## src/rtl/core/itf_pkg.sv

```systemverilog
// Shared types, constants and helpers of the integer-to-text formatter.
// No dependencies; used by itf_ctrl, itf_datapath and integer_to_text_formatter.
package itf_pkg;

  localparam int unsigned VALUE_W    = 64;
  localparam int unsigned DIGIT_W    = 4;
  localparam int unsigned NUM_DIGITS = 20;
  localparam int unsigned BCD_W      = NUM_DIGITS * DIGIT_W;
  localparam int unsigned ND_W       = 5;
  localparam int unsigned FIELD_W    = 7;
  localparam int unsigned CNT_W      = 5;
  localparam int unsigned BITS_PER_STEP = 2;

  localparam logic [FIELD_W-1:0] MAX_WIDTH  = 7'd64;
  localparam logic [CNT_W-1:0]   CONV_LAST  = CNT_W'(VALUE_W / BITS_PER_STEP - 1);
  localparam logic [ND_W-1:0]    ND_FULL    = ND_W'(NUM_DIGITS);

  localparam logic [1:0] FUNC_UDEC = 2'd0;
  localparam logic [1:0] FUNC_SDEC = 2'd1;
  localparam logic [1:0] FUNC_HEXL = 2'd2;
  localparam logic [1:0] FUNC_HEXU = 2'd3;

  localparam logic [7:0] CH_MINUS = 8'h2D;
  localparam logic [7:0] CH_ZERO  = 8'h30;
  localparam logic [7:0] CH_SPACE = 8'h20;
  localparam logic [7:0] CH_A_UP  = 8'h41;
  localparam logic [7:0] CH_A_LO  = 8'h61;

  typedef enum logic [2:0] {
    ST_IDLE,
    ST_CONV,
    ST_NORM,
    ST_SIGN_A,
    ST_PAD,
    ST_SIGN_B,
    ST_DIGS
  } state_t;

  typedef enum logic [1:0] {
    EMIT_SIGN,
    EMIT_PAD,
    EMIT_DIGIT
  } emit_t;

  typedef struct packed {
    logic  load;
    logic  conv_step;
    logic  shift_digit;
    logic  set_pad;
    logic  dec_pad;
    logic  emit;
    emit_t emit_kind;
    logic  emit_last;
  } ctl_cmd_t;

  typedef struct packed {
    logic in_hex;
    logic conv_done;
    logic norm_done;
    logic neg;
    logic zpad;
    logic pad_done;
    logic digit_last;
    logic slot_free;
  } dp_stat_t;

  function automatic logic [7:0] digit_char(input logic [DIGIT_W-1:0] d,
                                            input logic upper);
    logic [7:0] base;
    base = upper ? CH_A_UP : CH_A_LO;
    if (d < 4'd10) begin
      digit_char = CH_ZERO + {4'd0, d};
    end else begin
      digit_char = base + {4'd0, d - 4'd10};
    end
  endfunction

endpackage

```

## src/rtl/core/itf_ctrl.sv

```systemverilog
// Sequencer of the integer-to-text formatter: walks convert, normalise and emit phases.
// Depends on itf_pkg; drives the datapath through ctl_cmd_t and reads dp_stat_t.
module itf_ctrl (
  input  logic             clk,
  input  logic             rst_n,
  input  logic             in_valid,
  output logic             in_stall,
  input  itf_pkg::dp_stat_t stat,
  output itf_pkg::ctl_cmd_t cmd
);

  itf_pkg::state_t state_r, state_nxt;

  always_ff @(posedge clk) begin
    if (!rst_n) begin
      state_r <= itf_pkg::ST_IDLE;
    end else begin
      state_r <= state_nxt;
    end
  end

  always_comb begin
    state_nxt = state_r;
    unique case (state_r)
      itf_pkg::ST_IDLE: begin
        if (in_valid) begin
          state_nxt = stat.in_hex ? itf_pkg::ST_NORM : itf_pkg::ST_CONV;
        end
      end
      itf_pkg::ST_CONV: begin
        if (stat.conv_done) state_nxt = itf_pkg::ST_NORM;
      end
      itf_pkg::ST_NORM: begin
        if (stat.norm_done) begin
          state_nxt = (stat.neg && stat.zpad) ? itf_pkg::ST_SIGN_A : itf_pkg::ST_PAD;
        end
      end
      itf_pkg::ST_SIGN_A: begin
        if (stat.slot_free) state_nxt = itf_pkg::ST_PAD;
      end
      itf_pkg::ST_PAD: begin
        if (stat.pad_done) begin
          state_nxt = (stat.neg && !stat.zpad) ? itf_pkg::ST_SIGN_B : itf_pkg::ST_DIGS;
        end
      end
      itf_pkg::ST_SIGN_B: begin
        if (stat.slot_free) state_nxt = itf_pkg::ST_DIGS;
      end
      itf_pkg::ST_DIGS: begin
        if (stat.slot_free && stat.digit_last) state_nxt = itf_pkg::ST_IDLE;
      end
      default: state_nxt = itf_pkg::ST_IDLE;
    endcase
  end

  always_comb begin
    cmd           = '0;
    cmd.emit_kind = itf_pkg::EMIT_PAD;
    in_stall      = (state_r != itf_pkg::ST_IDLE);
    unique case (state_r) inside
      itf_pkg::ST_IDLE: begin
        cmd.load = in_valid;
      end
      itf_pkg::ST_CONV: begin
        cmd.conv_step = 1'b1;
      end
      itf_pkg::ST_NORM: begin
        cmd.shift_digit = !stat.norm_done;
        cmd.set_pad     = stat.norm_done;
      end
      itf_pkg::ST_SIGN_A, itf_pkg::ST_SIGN_B: begin
        cmd.emit      = stat.slot_free;
        cmd.emit_kind = itf_pkg::EMIT_SIGN;
      end
      itf_pkg::ST_PAD: begin
        cmd.emit      = stat.slot_free && !stat.pad_done;
        cmd.dec_pad   = stat.slot_free && !stat.pad_done;
        cmd.emit_kind = itf_pkg::EMIT_PAD;
      end
      itf_pkg::ST_DIGS: begin
        cmd.emit        = stat.slot_free;
        cmd.shift_digit = stat.slot_free;
        cmd.emit_kind   = itf_pkg::EMIT_DIGIT;
        cmd.emit_last   = stat.digit_last;
      end
      default: begin
        cmd = '0;
      end
    endcase
  end

endmodule

```

## src/rtl/core/itf_datapath.sv

```systemverilog
// Datapath of the integer-to-text formatter: magnitude, BCD conversion, digit
// register, pad counter and output register. Depends on itf_pkg.
module itf_datapath (
  input  logic              clk,
  input  logic              rst_n,
  input  logic [63:0]       in_value,
  input  logic [1:0]        in_func,
  input  logic [6:0]        in_min_width,
  input  logic              in_zero_pad,
  input  logic              out_stall,
  output logic              out_valid,
  output logic [7:0]        out_char_out,
  output logic              out_last,
  input  itf_pkg::ctl_cmd_t cmd,
  output itf_pkg::dp_stat_t stat
);

  logic [itf_pkg::VALUE_W-1:0] bin_r, bin_nxt;
  logic [itf_pkg::BCD_W-1:0]   bcd_r, bcd_nxt;
  logic [itf_pkg::CNT_W-1:0]   cnt_r;
  logic [itf_pkg::ND_W-1:0]    nd_r;
  logic [itf_pkg::FIELD_W-1:0] width_r;
  logic [itf_pkg::FIELD_W-1:0] pad_r;
  logic                        neg_r;
  logic                        zpad_r;
  logic                        upper_r;
  logic                        out_valid_r;
  logic [7:0]                  out_char_r;
  logic                        out_last_r;

  logic                        load_neg;
  logic [itf_pkg::VALUE_W-1:0] load_mag;
  logic [itf_pkg::FIELD_W-1:0] total;
  logic [itf_pkg::DIGIT_W-1:0] top_digit;
  logic [7:0]                  emit_char;
  logic                        slot_free;

  assign load_neg  = (in_func == itf_pkg::FUNC_SDEC) && in_value[63];
  assign load_mag  = load_neg ? (64'd0 - in_value) : in_value;
  assign top_digit = bcd_r[itf_pkg::BCD_W-1 -: itf_pkg::DIGIT_W];
  assign total     = itf_pkg::FIELD_W'(nd_r) + itf_pkg::FIELD_W'(neg_r);
  assign slot_free = !out_valid_r || !out_stall;

  // Double dabble, two input bits a cycle.
  always_comb begin
    bcd_nxt = bcd_r;
    bin_nxt = bin_r;
    for (int s = 0; s < itf_pkg::BITS_PER_STEP; s++) begin
      for (int i = 0; i < itf_pkg::NUM_DIGITS; i++) begin
        if (bcd_nxt[i*itf_pkg::DIGIT_W +: itf_pkg::DIGIT_W] >= 4'd5) begin
          bcd_nxt[i*itf_pkg::DIGIT_W +: itf_pkg::DIGIT_W] =
            bcd_nxt[i*itf_pkg::DIGIT_W +: itf_pkg::DIGIT_W] + 4'd3;
        end
      end
      bcd_nxt = {bcd_nxt[itf_pkg::BCD_W-2:0], bin_nxt[itf_pkg::VALUE_W-1]};
      bin_nxt = {bin_nxt[itf_pkg::VALUE_W-2:0], 1'b0};
    end
  end

  always_comb begin
    case (cmd.emit_kind)
      itf_pkg::EMIT_SIGN:  emit_char = itf_pkg::CH_MINUS;
      itf_pkg::EMIT_PAD:   emit_char = zpad_r ? itf_pkg::CH_ZERO : itf_pkg::CH_SPACE;
      itf_pkg::EMIT_DIGIT: emit_char = itf_pkg::digit_char(top_digit, upper_r);
      default:             emit_char = itf_pkg::CH_SPACE;
    endcase
  end

  always_ff @(posedge clk) begin
    if (cmd.load) begin
      neg_r   <= load_neg;
      zpad_r  <= in_zero_pad;
      upper_r <= (in_func == itf_pkg::FUNC_HEXU);
      width_r <= (in_min_width > itf_pkg::MAX_WIDTH) ? itf_pkg::MAX_WIDTH : in_min_width;
      cnt_r   <= '0;
      nd_r    <= itf_pkg::ND_FULL;
      if (in_func[1]) begin
        bcd_r <= {{(itf_pkg::BCD_W - itf_pkg::VALUE_W){1'b0}}, load_mag};
      end else begin
        bcd_r <= '0;
        bin_r <= load_mag;
      end
    end else if (cmd.conv_step) begin
      bcd_r <= bcd_nxt;
      bin_r <= bin_nxt;
      cnt_r <= cnt_r + 1'b1;
    end else if (cmd.shift_digit) begin
      bcd_r <= {bcd_r[itf_pkg::BCD_W-itf_pkg::DIGIT_W-1:0], {itf_pkg::DIGIT_W{1'b0}}};
      nd_r  <= nd_r - 1'b1;
    end
    if (cmd.set_pad) begin
      pad_r <= (width_r > total) ? (width_r - total) : '0;
    end else if (cmd.dec_pad) begin
      pad_r <= pad_r - 1'b1;
    end
    if (cmd.emit) begin
      out_char_r <= emit_char;
      out_last_r <= cmd.emit_last;
    end
  end

  // Hold the result until the far side takes it.
  always_ff @(posedge clk) begin
    if (!rst_n) begin
      out_valid_r <= 1'b0;
    end else if (cmd.emit) begin
      out_valid_r <= 1'b1;
    end else if (!out_stall) begin
      out_valid_r <= 1'b0;
    end
  end

  assign out_valid    = out_valid_r;
  assign out_char_out = out_char_r;
  assign out_last     = out_last_r;

  assign stat.in_hex     = in_func[1];
  assign stat.conv_done  = (cnt_r == itf_pkg::CONV_LAST);
  assign stat.norm_done  = (nd_r == 5'd1) || (top_digit != 4'd0);
  assign stat.neg        = neg_r;
  assign stat.zpad       = zpad_r;
  assign stat.pad_done   = (pad_r == '0);
  assign stat.digit_last = (nd_r == 5'd1);
  assign stat.slot_free  = slot_free;

endmodule

```

## src/rtl/core/integer_to_text_formatter.sv

```systemverilog
// Top level of the integer-to-text formatter.
// Depends on itf_pkg, itf_ctrl and itf_datapath.

// Formats one 64-bit value per input transfer as ASCII text, one character per
// output transfer, with out_last set on the final character. in_func selects
// unsigned decimal, signed decimal (two's complement, most negative value safe),
// lower-case hex or upper-case hex. in_min_width is the minimum field length with
// the sign counted, saturating at 64; in_zero_pad puts '0' after the sign, else
// spaces go before it. Zero prints as a single '0'. One number at a time: the
// input stalls from acceptance until the last character has entered the output
// register, and the next number is taken while that character still waits.
// A decimal number is loaded, converted from binary to BCD two bits a cycle,
// then normalised by shifting out leading zero digits, the padding being sized
// as normalisation ends. The characters then go out one per cycle while the
// output does not stall, with a pause as the padding phase ends. Hex skips the
// conversion and normalises from 20 nibble slots.
module integer_to_text_formatter (
  input  logic        clk,
  input  logic        rst_n,
  input  logic        in_valid,
  output logic        in_stall,
  input  logic [63:0] in_value,
  input  logic [1:0]  in_func,
  input  logic [6:0]  in_min_width,
  input  logic        in_zero_pad,
  output logic        out_valid,
  input  logic        out_stall,
  output logic [7:0]  out_char_out,
  output logic        out_last
);

  itf_pkg::ctl_cmd_t cmd;
  itf_pkg::dp_stat_t stat;

  // Sequencer: decides each cycle what the datapath does.
  itf_ctrl u_ctrl (
    .clk      (clk),
    .rst_n    (rst_n),
    .in_valid (in_valid),
    .in_stall (in_stall),
    .stat     (stat),
    .cmd      (cmd)
  );

  // Datapath: holds the number, its digits, the pad count and the output register.
  itf_datapath u_datapath (
    .clk          (clk),
    .rst_n        (rst_n),
    .in_value     (in_value),
    .in_func      (in_func),
    .in_min_width (in_min_width),
    .in_zero_pad  (in_zero_pad),
    .out_stall    (out_stall),
    .out_valid    (out_valid),
    .out_char_out (out_char_out),
    .out_last     (out_last),
    .cmd          (cmd),
    .stat         (stat)
  );

endmodule
```

## config.mk

```make
export PLATFORM = sky130hd
export DESIGN_NAME = integer_to_text_formatter
export DESIGN_NICKNAME = d
export VERILOG_FILES = /design/src/rtl/core/itf_pkg.sv /design/src/rtl/core/itf_ctrl.sv /design/src/rtl/core/itf_datapath.sv /design/src/rtl/core/integer_to_text_formatter.sv
export SDC_FILE = /design/constraint.sdc
export NUM_CORES = 1
export LEC_CHECK = 0
export BUFFER_PORTS_ARGS = -buffer_cell sky130_fd_sc_hd__buf_2
export CELL_PAD_IN_SITES_DETAIL_PLACEMENT = 1
export CELL_PAD_IN_SITES_GLOBAL_PLACEMENT = 2
export CORE_MARGIN = 4
export CORE_UTILIZATION = 42
export CTS_CLUSTER_SIZE = 25
export DETAILED_ROUTE_END_ITERATION = 12
export PLACE_DENSITY = 0.95
export SLEW_MARGIN = 25
export SYNTH_ARGS = -nofsm -noshare
export SYNTH_HDL_FRONTEND = slang
export SYNTH_HIERARCHICAL = 1
export SYNTH_SLANG_ARGS = --single-unit
export TNS_END_PERCENT = 30
```

## constraint.sdc

```tcl
create_clock -name clk -period 10.7 [get_ports clk]
set_clock_uncertainty 0.2 [all_clocks]
set_input_delay 0.535 -clock clk [delete_from_list [all_inputs] [get_ports clk]]
set_output_delay 0.535 -clock clk [all_outputs]
set_load 0.01 [all_outputs]
```

### Word-level counts from Yosys, hierarchy flattened

Index checks and enable logic that the tools add are counted.

| storage, ports and cells | value |
|---|---|
| register bits after elaboration | 184 |
| output and inout port bits | 11 |
| word-level logic and storage cells | 226 |

| cells by class | value |
|---|---|
| add/sub/neg operators | 49 |
| magnitude comparators | 43 |
| equality and inequality tests | 21 |
| multiplexer cells | 74 |
| bitwise gates (word level) | 1 |
| reduce and logical (&&, ||, !) cells | 25 |

Operators with widths:

| operator | number |
|---|---|
| two-way mux 64 bit | 5 |
| two-way mux 80 bit | 3 |
| >= comparator 4 x 3 -> 1 bit, second input constant | 40 |
| adder 4 x 2 -> 4 bit, second input constant | 38 |
| two-way mux 4 bit | 38 |
| subtractor 1 x 64 -> 64 bit, first input constant | 1 |
| two-way mux 3 bit | 10 |
| one-hot mux 8 bit (3 select lines) | 1 |
| two-way mux 7 bit | 3 |
| one-hot mux 3 bit (7 select lines) | 1 |
| != test 2 x 1 -> 1 bit, second input constant | 6 |
| one-hot mux 3 bit (4 select lines) | 1 |
| equality test 3 bit, second input constant | 3 |
| adder 8 x 4 -> 8 bit | 1 |
| two-way mux 8 bit | 1 |
| adder 6 x 4 -> 7 bit, first input constant | 1 |
| greater-than comparator 7 bit | 1 |
| greater-than comparator 7 bit, second input constant | 1 |
| logical NOT 7 bit | 1 |
| AND reduction 7 bit | 1 |
| subtractor 7 x 1 -> 7 bit, second input constant | 1 |
| subtractor 7 bit | 1 |
| adder 3 x 2 -> 3 bit, second input constant | 2 |
| adder 5 x 1 -> 6 bit | 1 |
| other kinds (28) | 51 |

### Depth between registers and ports, before layout

Gate-level depths: netlist (run 1).

| logic depth | value |
|---|---|
| word-level depth | 7 |
| mapped depth | 12 |
| depth with buffers taken out | 12 |

### By module

The synthesis (run 1) kept the hierarchy.

By module, submodules not included:

| module | times used | cells an instance | area each (um2) |
|---|---|---|---|
| itf_datapath | 1 | 1641 | 14431.3 |
| itf_ctrl | 1 | 54 | 401.6 |

### Worst setup path after synthesis (run 1)

Ideal clock, no wire load.

| timing | value |
|---|---|
| path kind | reg2reg |
| start | register u_ctrl.state_r[2] |
| end | register u_datapath/bin_r[0] (netlist name), enable pin |
| setup time | 0.487 ns |
| arrival | 4.646 ns |
| required time | 10.013 ns |
| path slack | 5.368 ns |
| cell stages (with the launch flop) | 9 |
| buffers on the path | 3 |
| period minus slack after synthesis | 5.332 ns |
| path through | dfxtp_1 > buf_6 > inv_1 > nand3_1 > nor2_1 > clkbuf_1 > nor2_1 > clkbuf_1 > nor2_1 |

RTL lines:

| what | RTL line | RTL |
|---|---|---|
| start: declaration | itf_ctrl.sv:12 | `itf_pkg::state_t state_r, state_nxt;` |
| start signal: assignment | itf_ctrl.sv:16 | `state_r <= itf_pkg::ST_IDLE;` |
| start signal: assignment | itf_ctrl.sv:18 | `state_r <= state_nxt;` |
| end signal: assignment | itf_datapath.sv:81 | `bin_r <= load_mag;` |
| end signal: assignment | itf_datapath.sv:85 | `bin_r <= bin_nxt;` |
| end: declaration | itf_datapath.sv:18 | `logic [itf_pkg::VALUE_W-1:0] bin_r, bin_nxt;` |

==> results_dict.tcl, run 1 <==
set metrics [dict create \
    cts_setup_buffers 0 \
    port_buffers 87 \
    synth_top_area_share_pct 34.2 \
    dp.cells 2165 \
    final_layout_size_suffix_gt1_share_pct 11.0 \
    die_w_microns 196 \
    ys_seq_elements 183 \
    drc 0 \
    cts_tree "done" \
    p_leak_nw 6.05 \
    synthDistinctLibCells 85 \
    fmax_mhz 211 \
    clock-sinks 183 \
    dieArea_sq_um 38400 \
    avgSynthCellArea_sq_um 8.75 \
    drt_pre_antenna_iters 5 \
    ant_nets 0 \
    worst_setup_path_start_kind "register" \
    htreeDepth 4 \
    antenna_found_initial 0 \
    cts_made_buffers 17 \
    ys.warnings.count 6 \
    ctsResizeCount 0 \
    grt_first_pass_wirelength_mm 69.5 \
    crit_path_end_kind "register" \
    ys.flop_type "edfxtp_1" \
    ir_drop_mv 0.188 \
    synth_edf_count 169 \
    coreArea_sq_um 34700 \
    grt.overflow.total 0 \
    clk_latency_ns 0.46 \
    synth_top_cell_by_area "edfxtp_1" \
    dp_hpwl_mm 30.9 \
    area_growth_pct 8.89 \
    crit_end "u_datapath/bin_r[50]" \
    drt_iter0_markers 805 \
    r2r_cells 9 \
    grt_max_degree 123 \
    async_flop_share_pct 0 \
    rsz0062_at_grt "false" \
    finalNonFillerCells 2197 \
    max-cap-violations 0 \
    yosysSeqAreaShare_pct 36.1 \
    fin_nets 1892 \
    slew_headroom_pct 28.8 \
    initial_core_util_pct 42.7 \
    r2r_end "u_datapath/bin_r[50]" \
    ios 89 \
    utilization_pct 46.5 \
    crit_start "u_ctrl/state_r[2]" \
    syn_inst 1695 \
    p_per_area_nw_per_um2 364 \
    timing.rr.start "u_ctrl/state_r[2]" \
    grt_pass1_vias 13180 \
    arrival_ns 4.62 \
    synthTopCellsByArea "edfxtp_1 (34%), ha_1 (7.1%), a21oi_1 (6.2%), nor2_1 (5.1%), xnor2_1 (4.0%)" \
    crit_required_ns 10.59 \
    wl_mm 43.1 \
    worstSetupPathType "register to register" \
    place.gp.congestion 0.831 \
    cts_max_path_buffers 2 \
    rows 68 \
    ff2ff_setup_slack_ns 5.97 \
    setup_tns_ns 0 \
    hold_class "input port to register" \
    status "finished clean" \
    finalHoldViolCount 0 \
    clockRootBuffer "clkbuf_16" \
    grtUsageTotal_pct 22.1 \
    min_period_ns 4.73 \
    tightestPinTransition_ns 1.06 \
    syn_nets 1858 \
    setup_viol 0 \
    die_h_microns 196 \
    wl_per_cell_microns 19.6 \
    hold_buffers 0 \
    synthTopCellsByCount "nor2_1 (202), a21oi_1 (184), edfxtp_1 (169)" \
    post-synth-top-count-cell "nor2_1" \
    clk_pin_slew_worst_paths_ns 0.07 \
    slew_violations 0 \
    cp_max_fo 64 \
    syn_area_sq_um 14800 \
    fin_crit_sh_pct 44.2 \
    n_antenna_cell 0 \
    vias 13144 \
    vias_per_cell 5.98 \
]
-- cell families (layout without fill, tap and decap cells) --
| kind of cell | count (synthesis) | after routing | synth area share, % |
|---|---|---|---|
| AOI/OAI and AO/OA | 525 | 525 | 22.9 |
| xor gates and xnor gates | 96 | 96 | 5.67 |
| adders and majority gates | 86 | 86 | 7.29 |
| buffers and inverters | 184 | 231 | 4.99 |
| DFF | 183 | 183 | 36.1 |
| muxes | 47 | 47 | 3.33 |
| other | 1 | 1 | 0.0253 |
| and+or+nand+nor | 573 | 573 | 19.7 |
-- how the worst min path moves through the flow --
stage / end / cells past startpoint / slack [ns] / start
floorplan: u_datapath/cnt_r[4] / 2 / 0.27 / u_datapath/cnt_r[4]
global placement: u_datapath/cnt_r[4] / 2 / 0.28 / u_datapath/cnt_r[4]
detailed placement: u_datapath/cnt_r[3] / 2 / 0.30 / u_datapath/cnt_r[3]
CTS: u_datapath/zpad_r / 1 / 0.06 / in_zero_pad
global route: u_datapath/zpad_r / 1 / 0.06 / in_zero_pad
finish: u_datapath/zpad_r / 1 / 0.08 / in_zero_pad
-- critical path, cell delays in order, from the launching register on --
cell and delay (ns):
dfxtp_1 0.50, inv_1 0.25, nand3_1 0.17, nor2_4 0.66
buf_4 0.62, buf_4 0.53, and2_2 0.24, buf_4 0.57
nor2_4 0.07, buf_4 0.38
-- power by group --
group / internal (mW) / leakage [nW] / total [mW] / switching [mW]
combinational: 1.37 / 4.05 / 3.57 / 2.20
clock: 0.320 / 0.255 / 0.614 / 0.293
sequential: 1.37 / 1.74 / 1.69 / 0.317
total: 3.06 / 6.05 / 5.87 / 2.81
-- area by class of cell --
class                   instances  area, sq um
inverters                     100          380
repair buffers                 99          542
fillers                      4132        18600
well taps                     455          569
multi-input cells            1328         8770
flip-flops and latches        183         5360
clock inverters                12          103
clock buffers                  20          437
-- layout by cell type, fill, tap and decap left out, types with 28 or more instances in the layout --
master	count
xor2_1	28
nand2_1	108
mux2i_1	28
inv_1	97
a211oi_1	43
o31ai_1	31
buf_2	87
ha_1	84
nand2b_1	31
nor3b_1	30
xnor2_1	68
nor2_1	199
nor3_1	41
a21oi_1	184
edfxtp_1	169
o21ai_0	86
-- registers in the layout (all words and copies together), names as in the netlist --
register / count
u_ctrl/state_r: 3
u_datapath/width_r: 7
u_datapath/nd_r: 5
u_datapath/zpad_r: 1
u_datapath/out_valid: 1
u_datapath/pad_r: 7
u_datapath/neg_r: 1
u_datapath/bin_r: 64
u_datapath/cnt_r: 5
u_datapath/out_char_out: 7
u_datapath/out_last: 1
u_datapath/bcd_r: 80
u_datapath/upper_r: 1
-- routing by layer --
layer,GRT usage [%],up-vias,routed length (microns)
met3,3.25,46,1940
met5,0,-,0
met4,5.35,0,626
met1,29.8,6504,19800
met2,37.6,274,20700
li1,-,6320,-
-- per-stage QoR --
stage               instance area (sq um)  total power [mW]  setup slack [ns]  hold slack, ns
global placement                    15600              5.04              6.24           0.284
detailed placement                  15600              5.24              6.05           0.296
global route                        16200              6.43              5.70          0.0602
CTS                                 16200              5.89              6.01          0.0605
floorplan                           14800              4.37              5.37           0.267
finish                              16200              5.87              5.97          0.0797
No activity file was read; power rests on OpenSTA's default activity.
==> inputs of run 2 (changes only) <==
Settings changed: ABC_AREA from default to 1, CORE_UTILIZATION 42 to 35, PLACE_DENSITY 0.95 to 0.93.
Clock period 10.7 ns to 4.6 ns, I/O delays scaled along.
==> run 2 against run 1 <==
Against the previous run:
- register-to-register slack worse by 4.7 ns
- hold slack worse by 0.045 ns
- cell count is 41% higher
- die area is 28% higher
- largest power group unchanged
==> results_dict.tcl, run 2 <==
set metrics [dict create \
    status "finished clean" \
    fin_area_sq_um 17700 \
    tightestPinTransition_ns 0.923 \
    combPwrFrac_pct 61.5 \
    drc 0 \
    avgSynthCellArea_sq_um 6.59 \
    max_stage_delay_ns 0.71 \
    crit_path_top_delay_cell "buf_4" \
    grt_max_degree 115 \
    cts_tree "done" \
    rsz0062_at_grt "false" \
    htreeDepth 4 \
    antenna_found_initial 4 \
    cp_max_fo 64 \
    cts_made_buffers 17 \
    syn_inst 2417 \
    syn_nets 2580 \
    p_int_mw 6.50 \
    fmax_mhz 302 \
    crit_chain "nor2_2, inv_1, nor2_1, inv_1, nor2_4, nor2_4, buf_4, a21oi_4, buf_4" \
    swShare_pct 51.8 \
    ctsResizeCount 0 \
    dpl-instance-area_sq_um 16900 \
    top_regs "u_datapath/bcd_r x80, u_datapath/bin_r x64" \
    crit_family "buffers and inverters" \
    ir_drop_mv 0.364 \
    worst_setup_path_start_kind "register" \
    coreArea_sq_um 44600 \
    dp_hpwl_mm 43.7 \
    crit_path_end_kind "register" \
    vias_per_cell 5.31 \
    min_period_ns 3.31 \
    area_growth_pct 11.0 \
    largest_reg_flops 80 \
    rows 77 \
    wl_mm 56.4 \
    drt_pre_antenna_iters 5 \
    drt_iter0_markers 1214 \
    arrival_ns 3.19 \
    cts_max_path_buffers 2 \
    async_flop_share_pct 0 \
    layout_commonest_cell "nand2_1" \
    clk_pin_slew_worst_paths_ns 0.07 \
    slew_headroom_pct 38.2 \
    grtUsageTotal_pct 22.8 \
    die_h_microns 221 \
    worstSetupPathType "register to register" \
    fin_crit_sh_pct 71.9 \
    grt_first_pass_wirelength_mm 91.0 \
    finalHoldViolCount 0 \
    fin_nets 2648 \
    clockPowerShare_pct 11.5 \
    port_buffers 87 \
    setup_viol 0 \
    ys_seq_elements 183 \
    clk_latency_ns 0.47 \
    ant_nets 0 \
    ff2ff_setup_slack_ns 1.29 \
    ios 89 \
    synthTopCellsByArea "edfxtp_1 (32%), nand2_1 (19%), inv_1 (7.9%), nand3_1 (6.8%), nor2_1 (6.7%)" \
    utilization_pct 39.6 \
    dieArea_sq_um 49000 \
    vias 16424 \
    grt_pass1_vias 17200 \
    synth_top_area_share_pct 31.9 \
    p_leak_nw 8.31 \
    p_sw_mw 6.99 \
    syn_area_sq_um 15900 \
    slew_violations 0 \
    synthTopCellsByCount "nand2_1 (799), inv_1 (334), nor2_1 (285)" \
    final_layout_size_suffix_gt1_share_pct 7.49 \
    yosysSeqAreaShare_pct 33.6 \
    most-common-layout-cells "nand2_1 (798), inv_1 (332), nor2_1 (283)" \
    crit_required_ns 4.49 \
    hold_class "input port to register" \
    p_per_area_nw_per_um2 763 \
    crit_buf_inv 4 \
    post-synth-top-count-cell "nand2_1" \
    grt.overflow.total 0 \
    seqPwrFrac_pct 27.0 \
    wl_per_cell_microns 18.2 \
    die_w_microns 221 \
    synth_top_cell_by_area "edfxtp_1" \
    initial_core_util_pct 35.7 \
    synthDistinctLibCells 47 \
    ys.flop_type "edfxtp_1" \
    ys.warnings.count 6 \
    clock-sinks 183 \
    setup_tns_ns 0 \
    clockRootBuffer "clkbuf_16" \
    synth_edf_count 169 \
    max-cap-violations 0 \
    top_register "u_datapath/bcd_r" \
    place.gp.congestion 0.927 \
]
==> run 2: cell types whose count changed after synthesis, sizes merged, moves of 65 or more <==
cell	delta
nand3	+206
xnor2	-65
nand2	+698
nor2	+100
inv	+244
a21oi	-127
nand4	+85
==> run 2: final cells by class <==
class / instances / area [sq um]
fill: 5851 / 26900
multi-input combinational: 1831 / 9030
sequential: 183 / 5360
inverter: 342 / 1290
tap: 592 / 741
timing repair buffer: 110 / 662
clock buffer: 20 / 457
clock inverter: 12 / 141
antenna: 1 / 2.50
==> run 2: path summary, 6_finish.rpt <==
path / from / endpoint / cells past startpoint
min: in_value[18] / u_datapath/bin_r[18] / 4
max reg2reg: u_ctrl/state_r[0] / u_datapath/bin_r[4] / 9
max: u_ctrl/state_r[0] / u_datapath/bin_r[4] / 9
min reg2reg: u_datapath/cnt_r[4] / u_datapath/cnt_r[4] / 1
==> run 2: metrics by stage <==
stage	worst slack, ns	total power [mW]	cells	hold WS (ns)
after CTS	1.30	13.5	3090	0.00719
after global placement	1.31	11.3	3043	0.252
after global routing	1.08	15.0	3090	0.0320
after detailed placement	1.31	11.9	3043	0.246
final	1.29	13.5	3091	0.0342
after floorplan	0.392	9.62	2417	0.129
==> run 2: per-layer routing <==
layer | vias up | part of all wire, % | GRT usage (%)
li1 | 8023 | - | -
met2 | 363 | 48 | 38.8
met4 | 2 | 2.0 | 5.62
met5 | - | 0.025 | 0
met1 | 7965 | 46 | 30.6
met3 | 71 | 4.4 | 3.43
==> run 2: kinds of logic (layout without fill, tap and decap cells) <==
logic type | count (synthesis) | count (layout) | share of synthesized area [%]
and+or+nand+nor | 1465 | 1465 | 39.2
buffers and inverters | 403 | 484 | 9.91
xor gates and xnor gates | 27 | 27 | 1.48
AOI/OAI and AO/OA | 253 | 253 | 9.03
adders and majority gates | 85 | 85 | 6.72
DFF | 183 | 183 | 33.6
other | 1 | 2 | 0.0235
==> run 2: worst register-to-register path, delay by kind of cell, from the launching register on <==
kind	cells	cell delay [ns]
buffers and inverters	4	1.21
and+or+nand+nor	4	0.94
AOI/OAI and AO/OA	1	0.16
DFF	1	0.38
==> run 2: power groups by stage <==
stage	sequential (mW)	clock, mW	combinational (mW)
after floorplan	3.49	0	6.13
final	3.64	1.55	8.29
after global routing	3.73	1.65	9.60
after detailed placement	3.67	0	8.22
after CTS	3.64	1.58	8.28
after global placement	3.63	0	7.65
==> run 2: repair_timing <==
action	CTS	global route
hold buffers	15	0
setup buffers	0	0
hold endpoints to repair	17	0
==> inputs of run 3 (changes only) <==
Settings changed: CORE_UTILIZATION 35 to 32, PLACE_DENSITY 0.93 to 0.9.
Clock period 4.6 ns to 2.87 ns, I/O delays scaled along.
==> run 3 against run 2 <==
Against the previous run:
- combinational power is 68% higher
- via count is 0.26% lower
- die area is 9.0% higher
- cell count is 5.0% higher
- worst setup slack worse by 1.1 ns
- first-iteration DRC count is 30% lower
- utilization is 1.5 points lower
- register-to-register slack worse by 1.1 ns
- global-route usage is 2.3 points lower
- sequential cell count stayed put
- non-clock buffer count is 79 higher
- critical endpoint is now u_datapath/bcd_r[74]
- largest cell class unchanged
- highest routed layer unchanged
==> results_dict.tcl, run 3 (synthesis results as in run 2) <==
set metrics [dict create \
    status "finished clean" \
    ios 89 \
    largest_reg_flops 80 \
    worstSetupPathType "register to register" \
    grt_max_degree 57 \
    max_stage_delay_ns 0.45 \
    htreeDepth 4 \
    tightestPinTransition_ns 0.896 \
    crit_path_top_delay_cell "edfxtp_1" \
    ir_drop_mv 0.509 \
    top_regs "u_datapath/bcd_r x80, u_datapath/bin_r x64" \
    slew_violations 0 \
    initial_core_util_pct 32.5 \
    wl_mm 55.2 \
    grt_first_pass_wirelength_mm 88.4 \
    wl_per_cell_microns 17.0 \
    clk_pin_slew_worst_paths_ns 0.07 \
    drc 0 \
    cts_made_buffers 17 \
    p_int_mw 10.8 \
    drt_iter0_markers 846 \
    clockRootBuffer "clkbuf_16" \
    cts_max_path_buffers 2 \
    p_leak_nw 8.70 \
    fin_crit_sh_pct 93.8 \
    fillers 6360 \
    cp_max_fo 4 \
    min_period_ns 2.69 \
    drt_pre_antenna_iters 5 \
    clockPowerShare_pct 11.2 \
    slew_headroom_pct 40.0 \
    most-common-layout-cells "nand2_1 (789), inv_1 (323), nor2_1 (280)" \
    layout_commonest_cell "nand2_1" \
    place.gp.congestion 0.947 \
    top_register "u_datapath/bcd_r" \
    crit_path_end_kind "register" \
    port_buffers 87 \
    vias_per_cell 5.05 \
    arrival_ns 2.69 \
    p_sw_mw 11.3 \
    worst_setup_path_start_kind "register" \
    final_layout_size_suffix_gt1_share_pct 9.82 \
    hold_path_depth 5 \
    fin_nets 2727 \
    p_per_area_nw_per_um2 1180 \
    swShare_pct 51.0 \
    setup_viol 0 \
    die_h_microns 231 \
    setup_tns_ns 0 \
    rsz0062_at_grt "true" \
    clock-sinks 183 \
    grt.overflow.total 0 \
    clk_latency_ns 0.46 \
    vias 16382 \
    ant_nets 0 \
    dieArea_sq_um 53400 \
    antenna_found_initial 5 \
    grt_pass1_vias 17037 \
    grtUsageTotal_pct 20.5 \
    finalPower_mw 22.1 \
    hold_class "input port to register" \
    area_growth_pct 17.4 \
    rows 81 \
    dp_hpwl_mm 43.5 \
    cts_tree "done" \
    crit_required_ns 2.87 \
    r2r_cells 13 \
    coreArea_sq_um 49100 \
    combPwrFrac_pct 62.8 \
    crit_chain "buf_4, ha_1, o21ai_2, nand2_2, xor2_2, ha_1, inv_1, o21ai_1, nand2_1, inv_1, nand2_1, nand3_1, o21ai_0" \
    finalHoldViolCount 0 \
    max-cap-violations 0 \
    die_w_microns 231 \
    fmax_mhz 372 \
    seqPwrFrac_pct 26.0 \
]
-- run 3: changes by cell type in the layout (fill, tap and decap cells not counted), sizes merged --
cell	change
dlygate4sd3	+50
clkinv	-1
bufinv	-2
buf	+29
diode	+3
clkinvlp	+1
clkbuf	+2
-- run 3: metrics by stage --
stage,cells,worst slack [ns],hold slack (ns),instance area [sq um],util (%)
finish,3245,0.179,0.00950,18700,38.1
global route,3243,-0.0770,0.0309,18700,38.1
CTS,3233,0.0670,0.00134,18500,37.8
detailed placement,3136,0.0880,0.125,17300,35.2
global placement,3136,0.193,0.126,17300,35.2
floorplan,2417,-0.0619,0.0424,16000,-
-- run 3: power by group through the flow --
stage	clock (mW)	sequential, mW	combinational (mW)
floorplan	0	5.54	9.90
global placement	0	5.73	12.6
detailed placement	0	5.78	13.5
CTS	2.54	5.74	13.7
global route	2.62	5.90	16.1
finish	2.48	5.74	13.9
-- run 3: what timing repair did --
action,4_1_cts,5_1_grt
buffers inserted,0,8
gates resized for setup,0,40
endpoints found under the hold margin,88,0
endpoints found under the setup margin,0,41
hold buffers,65,0
-- run 3: worst max-delay path, delay by kind of cell (launching register included) --
family,cells,cell delay (ns)
buf+inv,3,0.34
flops,1,0.45
fa+ha+maj,2,0.41
simple gates,4,0.36
compound gates,3,0.41
xor+xnor,1,0.25
-- run 3: worst paths after layout --
kind,start,to,slack [ns]
setup / recovery,u_datapath/bcd_r[72],u_datapath/bcd_r[74],0.18
hold / removal,in_value[54],u_datapath/bin_r[54],0.009
setup reg to reg,u_datapath/bcd_r[72],u_datapath/bcd_r[74],0.18
hold reg to reg,u_datapath/cnt_r[4],u_datapath/cnt_r[4],0.31
-- run 3: per-layer routing --
layer / track usage, % / up-vias / part of all wire, %
met1: 25.8 / 7872 / 45
met2: 36.5 / 276 / 49
li1: - / 8167 / -
met3: 3.00 / 65 / 3.7
met4: 5.94 / 2 / 2.3
met5: 0 / - / 0.025
-- run 3: area by class of cell --
class,instances,area (sq um),share of cell area [%]
Multi-Input combinational cell,1831,9160,49.0
Tap cell,664,831,4.44
Antenna cell,4,10.0,0.0535
Timing Repair Buffer,189,1440,7.69
Sequential cell,183,5360,28.7
Inverter,342,1290,6.89
Clock buffer,22,539,2.88
Clock inverter,10,76.3,0.408
